File: src/sv/lfug_pkg.sv
// lfug_pkg: constants and shared types for the lagged-fibonacci uniform generator
// used by lfug_seed and lagged_fibonacci_uniform_generator_top; no dependencies
`default_nettype none

package lfug_pkg;

  localparam int TABLE_DEPTH   = 97;
  localparam int FRACTION_BITS = 24;
  localparam int ADDR_W        = $clog2(TABLE_DEPTH);
  localparam int SEED_W        = 15;
  localparam int CFG_INDEX_W   = 2;

  // configuration register indexes
  localparam logic [CFG_INDEX_W-1:0] CFG_SEED_FIRST  = 2'd0;
  localparam logic [CFG_INDEX_W-1:0] CFG_SEED_SECOND = 2'd1;

  localparam logic [SEED_W-1:0] SEED_FIRST_RESET  = 15'd2003;
  localparam logic [SEED_W-1:0] SEED_SECOND_RESET = 15'd1225;
  localparam logic [SEED_W-1:0] SEED_FIRST_MAX    = 15'd31328;
  localparam logic [SEED_W-1:0] SEED_SECOND_MAX   = 15'd30081;
  localparam logic [SEED_W-1:0] SEED_FIRST_DFLT   = 15'd1802;
  localparam logic [SEED_W-1:0] SEED_SECOND_DFLT  = 15'd9373;

  // lag positions, stored zero based
  localparam int SHORT_LAG = 33;
  localparam logic [ADDR_W-1:0] LONG_START  = ADDR_W'(TABLE_DEPTH - 1);
  localparam logic [ADDR_W-1:0] SHORT_START = ADDR_W'(SHORT_LAG - 1);

  localparam logic [FRACTION_BITS-1:0] CARRY_INIT = 24'd362436;
  localparam logic [FRACTION_BITS-1:0] CARRY_STEP = 24'd7654321;
  localparam logic [FRACTION_BITS-1:0] CARRY_MOD  = 24'd16777213;
  localparam logic [FRACTION_BITS-1:0] CARRY_WRAP = CARRY_MOD - CARRY_STEP;

  // small moduli of the seeding sequence
  localparam logic [15:0] MOD_177 = 16'd177;
  localparam logic [15:0] MOD_169 = 16'd169;
  localparam logic [15:0] MOD_179 = 16'd179;
  localparam logic [15:0] MUL_53  = 16'd53;

  // ceil(2^22 / d): quotient is exact for every operand the walk produces
  localparam int RECIP_SHIFT = 22;
  localparam logic [29:0] RECIP_177 = 30'd23697;
  localparam logic [29:0] RECIP_169 = 30'd24819;
  localparam logic [29:0] RECIP_179 = 30'd23432;

  typedef struct packed {
    logic                     wr_en;
    logic [ADDR_W-1:0]        wr_addr;
    logic [FRACTION_BITS-1:0] wr_data;
    logic                     done;
  } lfug_seed_out_t;

endpackage

`default_nettype wire

File: src/sv/lfug_seed.sv
// lfug_seed: table fill walk, one 24-bit word per 24 sequence steps (S_P1 through S_BIT)
// depends on lfug_pkg
`default_nettype none

module lfug_seed import lfug_pkg::*; (
  input  logic                  clk,
  input  logic                  rst,
  input  logic                  start,
  input  logic [SEED_W-1:0]     seed_a,
  input  logic [SEED_W-1:0]     seed_b,
  output lfug_seed_out_t        seed_out
);

  typedef enum logic [3:0] {
    S_IDLE, S_PREP, S_INIT, S_P1, S_Q1, S_R1, S_P2, S_Q2, S_R2, S_BIT
  } state_t;

  state_t                   state;
  logic [SEED_W-1:0]        a_r;
  logic [SEED_W-1:0]        b_r;
  logic [7:0]               qa;
  logic [7:0]               qb;
  logic [7:0]               i_r;
  logic [7:0]               j_r;
  logic [7:0]               k_r;
  logic [7:0]               l_r;
  logic [7:0]               m_r;
  logic [7:0]               rem_r;
  logic [7:0]               q_r;
  logic [7:0]               ql_r;
  logic [15:0]              prod_r;
  logic [13:0]              tl_r;
  logic [4:0]               bit_cnt;
  logic [ADDR_W-1:0]        word_cnt;
  logic [FRACTION_BITS-1:0] acc;

  logic                     use_default;
  logic [29:0]              qa_prod;
  logic [29:0]              qb_prod;
  logic [29:0]              q_prod;
  logic [29:0]              ql_prod;
  logic [15:0]              ra_raw;
  logic [15:0]              rb_raw;
  logic [7:0]               qa_fix;
  logic [7:0]               qb_fix;
  logic [7:0]               ra_fix;
  logic [7:0]               rb_fix;
  logic [15:0]              r_raw;
  logic [7:0]               r_fix;
  logic [15:0]              lraw;
  logic [7:0]               l_fix;
  logic [15:0]              lm;
  logic [FRACTION_BITS-1:0] acc_next;

  always_comb begin
    use_default = (seed_a > SEED_FIRST_MAX) || (seed_b > SEED_SECOND_MAX);

    qa_prod = 30'(a_r) * RECIP_177;
    qb_prod = 30'(b_r) * RECIP_169;
    q_prod  = 30'(prod_r) * RECIP_179;
    ql_prod = 30'(tl_r) * RECIP_169;

    // remainders with a single guard subtract
    ra_raw = 16'(a_r) - 16'(qa) * MOD_177;
    rb_raw = 16'(b_r) - 16'(qb) * MOD_169;
    if (ra_raw >= MOD_177) begin
      qa_fix = qa + 8'd1;
      ra_fix = 8'(ra_raw - MOD_177);
    end else begin
      qa_fix = qa;
      ra_fix = 8'(ra_raw);
    end
    if (rb_raw >= MOD_169) begin
      qb_fix = qb + 8'd1;
      rb_fix = 8'(rb_raw - MOD_169);
    end else begin
      qb_fix = qb;
      rb_fix = 8'(rb_raw);
    end

    r_raw = prod_r - 16'(q_r) * MOD_179;
    r_fix = (r_raw >= MOD_179) ? 8'(r_raw - MOD_179) : 8'(r_raw);
    lraw  = 16'(tl_r) - 16'(ql_r) * MOD_169;
    l_fix = (lraw >= MOD_169) ? 8'(lraw - MOD_169) : 8'(lraw);

    // output bit is bit 5 of (l * m) mod 64
    lm       = 16'(l_r) * 16'(m_r);
    acc_next = {acc[FRACTION_BITS-2:0], lm[5]};
  end

  always_ff @(posedge clk) begin
    if (rst) begin
      state          <= S_IDLE;
      seed_out.wr_en <= 1'b0;
      seed_out.done  <= 1'b0;
    end else begin
      seed_out.wr_en <= 1'b0;
      seed_out.done  <= 1'b0;
      case (state)
        S_IDLE: begin
          if (start) begin
            a_r   <= use_default ? SEED_FIRST_DFLT : seed_a;
            b_r   <= use_default ? SEED_SECOND_DFLT : seed_b;
            state <= S_PREP;
          end
        end
        S_PREP: begin
          qa    <= 8'(qa_prod >> RECIP_SHIFT);
          qb    <= 8'(qb_prod >> RECIP_SHIFT);
          state <= S_INIT;
        end
        S_INIT: begin
          i_r      <= qa_fix + 8'd2;
          j_r      <= ra_fix + 8'd2;
          k_r      <= qb_fix + 8'd1;
          l_r      <= rb_fix;
          bit_cnt  <= '0;
          word_cnt <= '0;
          acc      <= '0;
          state    <= S_P1;
        end
        S_P1: begin
          prod_r <= 16'(i_r) * 16'(j_r);
          tl_r   <= 14'(MUL_53 * 16'(l_r) + 16'd1);
          state  <= S_Q1;
        end
        S_Q1: begin
          q_r   <= 8'(q_prod >> RECIP_SHIFT);
          ql_r  <= 8'(ql_prod >> RECIP_SHIFT);
          state <= S_R1;
        end
        S_R1: begin
          rem_r <= r_fix;
          l_r   <= l_fix;
          state <= S_P2;
        end
        S_P2: begin
          prod_r <= 16'(rem_r) * 16'(k_r);
          state  <= S_Q2;
        end
        S_Q2: begin
          q_r   <= 8'(q_prod >> RECIP_SHIFT);
          state <= S_R2;
        end
        S_R2: begin
          m_r   <= r_fix;
          state <= S_BIT;
        end
        S_BIT: begin
          i_r <= j_r;
          j_r <= k_r;
          k_r <= m_r;
          acc <= acc_next;
          if (bit_cnt == 5'(FRACTION_BITS - 1)) begin
            seed_out.wr_en   <= 1'b1;
            seed_out.wr_addr <= word_cnt;
            seed_out.wr_data <= acc_next;
            bit_cnt          <= '0;
            if (word_cnt == ADDR_W'(TABLE_DEPTH - 1)) begin
              seed_out.done <= 1'b1;
              state         <= S_IDLE;
            end else begin
              word_cnt <= word_cnt + 1'b1;
              state    <= S_P1;
            end
          end else begin
            bit_cnt <= bit_cnt + 1'b1;
            state   <= S_P1;
          end
        end
        default: state <= S_IDLE;
      endcase
    end
  end

endmodule

`default_nettype wire
File: config.mk
export PLATFORM = sky130hd
export DESIGN_NAME = lfug_seed
export DESIGN_NICKNAME = d
export VERILOG_FILES = /design/src/sv/lfug_pkg.sv /design/src/sv/lfug_seed.sv
export SDC_FILE = /design/constraint.sdc
export NUM_CORES = 2
export LEC_CHECK = 0
export BUFFER_PORTS_ARGS = -buffer_cell sky130_fd_sc_hd__buf_2
export CORE_MARGIN = 2
export CORE_UTILIZATION = 50
export DETAILED_ROUTE_END_ITERATION = 12
export HOLD_SLACK_MARGIN = 0.15
export PLACE_DENSITY = 0.68
export SKIP_CTS_REPAIR_TIMING = 1
export SLEW_MARGIN = 10
export SYNTH_ARGS = -nofsm -noshare
export SYNTH_HDL_FRONTEND = slang
export SYNTH_SLANG_ARGS = --single-unit
File: constraint.sdc
create_clock -name clk -period 6.6 [get_ports clk]
set_input_delay 1.65 -clock clk [delete_from_list [all_inputs] [get_ports clk]]
set_output_delay 1.65 -clock clk [all_outputs]
set_load 0.01 [all_outputs]
==> summary.md <==
| Metric | Value |
|---|---|
| Result of the run | `complete, no violations` |
| Largest net degree at the start of global routing | `36` |
| Fmax | `0.163 GHz` |
| Setup TNS | `0 ns` |
| First drt pass iteration count | `5` |
| Net count after synthesis | `4,644` |
| Flip-flop and latch count after synthesis | `211` |
| Worst hold path cell count | `0` |
| Seq. cell area | `6280 um^2` |
| Cell breakdown of the critical path | `buf_4 > ha_1 > inv_1 > fa_1 > fa_1 > inv_1 > fa_1 > inv_1 > ha_1 > inv_1 > nor3_1 > a21oi_1 > o21ai_0 > xnor2_1 > nor4_1 > nand4_1 > mux2_2 > ha_1 > nand2_1 > a21oi_1 > o22ai_1 > xnor2_1 > o21ai_1` |
| Critical register-to-register path endpoint | `k_r[6]` |
| Distinct cells, synth | `78` |
| Maximum buffer depth of the clock tree | `3` |
| Core Region | `~68,000 um^2` |
| Worst-Skew Late Latency | `0.57 ns` |
| Clock transition at the registers of the reported paths | `0.06 ns` |
| Total wire length | `71.5 mm` |
| Clock sinks | `211` |
| Most common cell on crit path | `sky130_fd_sc_hd__inv_1` |
| Root buffer selected by CTS | `sky130_fd_sc_hd__clkbuf_16` |
| Most instantiated flip-flop cell in the synthesis netlist | `sky130_fd_sc_hd__edfxtp_1` |
| Port Buf Inserts | `65` |
| Via count of the first global-routing pass | `24,000` |
| Die height | `267 um` |
| Critical path endpoint | `k_r[6]` |
| Fraction of final layout cells sized beyond drive strength 1 | `roughly 5.3%` |
| H-tree depth | `1` |
| Startpoint Class | `flip-flop` |
| ANT nets after route | `0` |
| Layout overhead on the synthesized area | `7.09%` |
| Crit Path Class | `flip-flop to flip-flop` |
| Fill cell instance count of the final layout | `about 6,100` |
| Number of top-level pins | `66` |
| FF-to-FF path depth | `23` |
| Slew headroom | `about 30%` |
| Flop2flop setup slack | `0.48 ns` |
| Number of placement rows | `96` |
| Count of mapped cells out of synthesis | `3,480` |
| Footprint of the multi-input gates | `25,100 um^2` |
| Drt drc | `0` |
| Initial drt markers | `1,083` |
| Path length in cells of the critical path | `23` |
| Minimum setup slack in the final design | `0.480 ns` |
| R2r startpoint | `qb[1]` |
| Number of vias in the routed layout | `23,400` |
| Die boundary width | `267 um` |
| RSZ-0062 raised after global routing | `no` |
| Initial antenna violation count | `1` |
| Period utilisation layout | `between 90% and 100%` |
| Routability Congestion | `0.906` |
| Data arrival time of the critical path | `6.42 ns` |
| Minimum setup slack after placement | `0.0947 ns` |
| First-pass GRT wire length | `~120 mm` |
| DIE AREA | `71,000 um^2` |
| Share of the yosys chip area belonging to registers | `approximately 18%` |
| Total routing usage reported by global routing | `20.9%` |
| Post-route minimum period | `6.12 ns` |
| Total congestion overflow after global routing | `0` |
| Lkg Pwr | `between 15 and 20 nW` |
| Vias per inst | `5.24` |
| Crit path from | `qb[1]` |
| Type of destination of the critical path | `flip-flop` |
| Clock Skew | `0.0208 ns` |
| Number of hold violations in the final report | `0` |
| Post-Synthesis Mean Instance Area | `between 9 and 10 um^2` |
| Starting utilization of the core area | `between 50% and 60%` |
| Type of the worst min-delay path | `flip-flop to flip-flop` |
| Final number of setup-violating endpoints | `0` |
| Wirelength per Cell | `16.0 um` |
| Worst path slowest cell | `sky130_fd_sc_hd__fa_1` |
| Worst stage delay on the critical path | `0.56 ns` |
| Start point of the worst min-delay path | `acc[22]` |
| Total number of yosys warnings | `0` |
| Number of max-cap violations | `0` |
| EDFF count, synth | `205` |
| DP Wirelength | `59.5 mm` |
| Clock buffer count from CTS | `26` |
| Transition time at the pin with the least slew margin | `1.05 ns` |
| Crit path buf inv count | `5` |
| Share of synthesized registers carrying an async set or reset | `0%` |
| Total Nets Final | `between 4,000 and 5,000` |
| Worst-case vdd ir drop | `0.492 mV` |
| Clock tree from TritonCTS | `done` |
| # diodes | `0` |
| Area of the mapped netlist | `34,500 um^2` |
| Power per cell area | `389 nW/um^2` |
| Worst endpoint required time | `between 6 and 7 ns` |
| Top Family by Delay on Critical Path | `adder cells` |
| Pins Over Slew Limit | `0` |
| Largest fanout of any net on the critical path | `10` |
-- worst min-delay path by stage --
stage	slack [ns]	end
6_report	0.42	seed_out[24]
5_1_grt	0.44	seed_out[24]
4_1_cts	0.43	seed_out[24]
3_5_place_dp	0.41	seed_out[24]
3_3_place_gp	0.41	seed_out[24]
2_1_floorplan	0.40	seed_out[24]
-- synth_stat cells, drive strengths merged, types with 11 or more instances --
cell / count / area share [%]
nor2b: 18 / 0.33
a21o: 35 / 0.76
o21a: 19 / 0.41
a211oi: 16 / 0.38
mux2i: 19 / 0.55
nand4: 21 / 0.38
nor2: 141 / 1.5
nand2: 194 / 2.1
a21boi: 16 / 0.35
o21ai: 89 / 1.3
nor4: 14 / 0.25
inv: 773 / 8.4
xnor2: 120 / 3.1
o211ai: 15 / 0.33
or3: 11 / 0.20
clkbuf: 43 / 0.47
and2: 96 / 1.7
nand3: 29 / 0.42
a21oi: 128 / 1.9
nor3: 51 / 0.74
ha: 745 / 27
xor2: 55 / 1.4
fa: 386 / 22
edfxtp: 205 / 18
and3: 41 / 0.74
nand2b: 39 / 0.71
-- stage by stage --
stage / hold WS [ns] / util, % / area [um^2] / cells / power [mW]
finish: 0.422 / 53.9 / 36900 / 4468 / 14.3
global route: 0.439 / 53.9 / 36900 / 4468 / 16.1
CTS: 0.427 / 53.8 / 36900 / 4465 / 14.4
detailed placement: 0.412 / 52.6 / 36000 / 4419 / 12.8
global placement: 0.407 / 52.6 / 36000 / 4419 / 12.7
floorplan: 0.400 / - / 34500 / 3480 / 10.4
-- kinds of logic after synthesis --
family	synth area share, %
mux	0.879
fa+ha+maj	49.5
xor+xnor	4.52
flops	18.2
compound gates	7.72
buf+inv	9.02
simple gates	10.2
-- cells in the final DEF (no fill, tap or decap), types with 8 or more instances in the layout --
cell type / instances
sky130_fd_sc_hd__nor4_1: 10
sky130_fd_sc_hd__xor2_1: 55
sky130_fd_sc_hd__ha_1: 744
sky130_fd_sc_hd__a21boi_0: 16
sky130_fd_sc_hd__and2_1: 95
sky130_fd_sc_hd__nand4_1: 21
sky130_fd_sc_hd__mux2_2: 10
sky130_fd_sc_hd__a211oi_1: 14
sky130_fd_sc_hd__nand2b_1: 39
sky130_fd_sc_hd__nand3_1: 29
sky130_fd_sc_hd__edfxtp_1: 205
sky130_fd_sc_hd__nor3_1: 49
sky130_fd_sc_hd__a21o_1: 35
sky130_fd_sc_hd__fa_1: 386
sky130_fd_sc_hd__nor2_1: 139
sky130_fd_sc_hd__or3_1: 11
sky130_fd_sc_hd__xnor2_1: 120
sky130_fd_sc_hd__nor2b_1: 18
sky130_fd_sc_hd__a31oi_1: 8
sky130_fd_sc_hd__a21oi_1: 127
sky130_fd_sc_hd__clkbuf_16: 26
sky130_fd_sc_hd__o21ai_0: 82
sky130_fd_sc_hd__buf_4: 46
sky130_fd_sc_hd__o211ai_1: 15
sky130_fd_sc_hd__and3_1: 41
sky130_fd_sc_hd__mux2i_1: 19
sky130_fd_sc_hd__o21a_1: 19
sky130_fd_sc_hd__buf_2: 65
sky130_fd_sc_hd__o21bai_1: 9
sky130_fd_sc_hd__inv_1: 773
sky130_fd_sc_hd__nand2_1: 193
-- sequential cells by signal, summed over array words and instances (netlist names), 8 cells and up --
register and cells:
i_r 8, a_r 15, l_r 8, rem_r 8, m_r 8, qb 8, j_r 8, k_r 8
q_r 8, b_r 15, tl_r 14, prod_r 16, seed_out 33, acc 23, qa 8
-- report_power, final --
group / switching [mW] / internal (mW) / total (mW)
logic: 6.18 / 4.80 / 11.0
registers: 0.115 / 1.86 / 1.97
clock network: 0.598 / 0.799 / 1.40
total: 6.89 / 7.45 / 14.3
-- worst register-to-register path: cells and delay by family (launching register included) --
| family | cells | cell delay (ns) |
|---|---|---|
| multiplexers | 1 | 0.29 |
| AO/OA/AOI/OAI | 5 | 0.69 |
| AND/OR/NAND/NOR | 4 | 0.82 |
| flip-flops | 1 | 0.36 |
| XOR/XNOR | 2 | 0.62 |
| buffers and inverters | 5 | 0.54 |
| adder cells (fa/ha/maj) | 6 | 2.51 |
-- area by class of cell --
class	count	area share (%)
multi-input combinational	2445	68.1
sequential	211	17.0
inverter	773	7.86
tap	882	2.99
timing repair buffer	111	1.82
clock buffer	30	1.80
clock inverter	16	0.393
-- metal layers --
metal	wire length (um)	vias up	GRT usage (%)
li1	-	11700	-
met3	2730	114	2.15
met2	33200	375	34.8
met4	2120	2	6.03
met5	16	-	0
met1	33400	11300	28.9
Power figures use the tool's default switching activity.
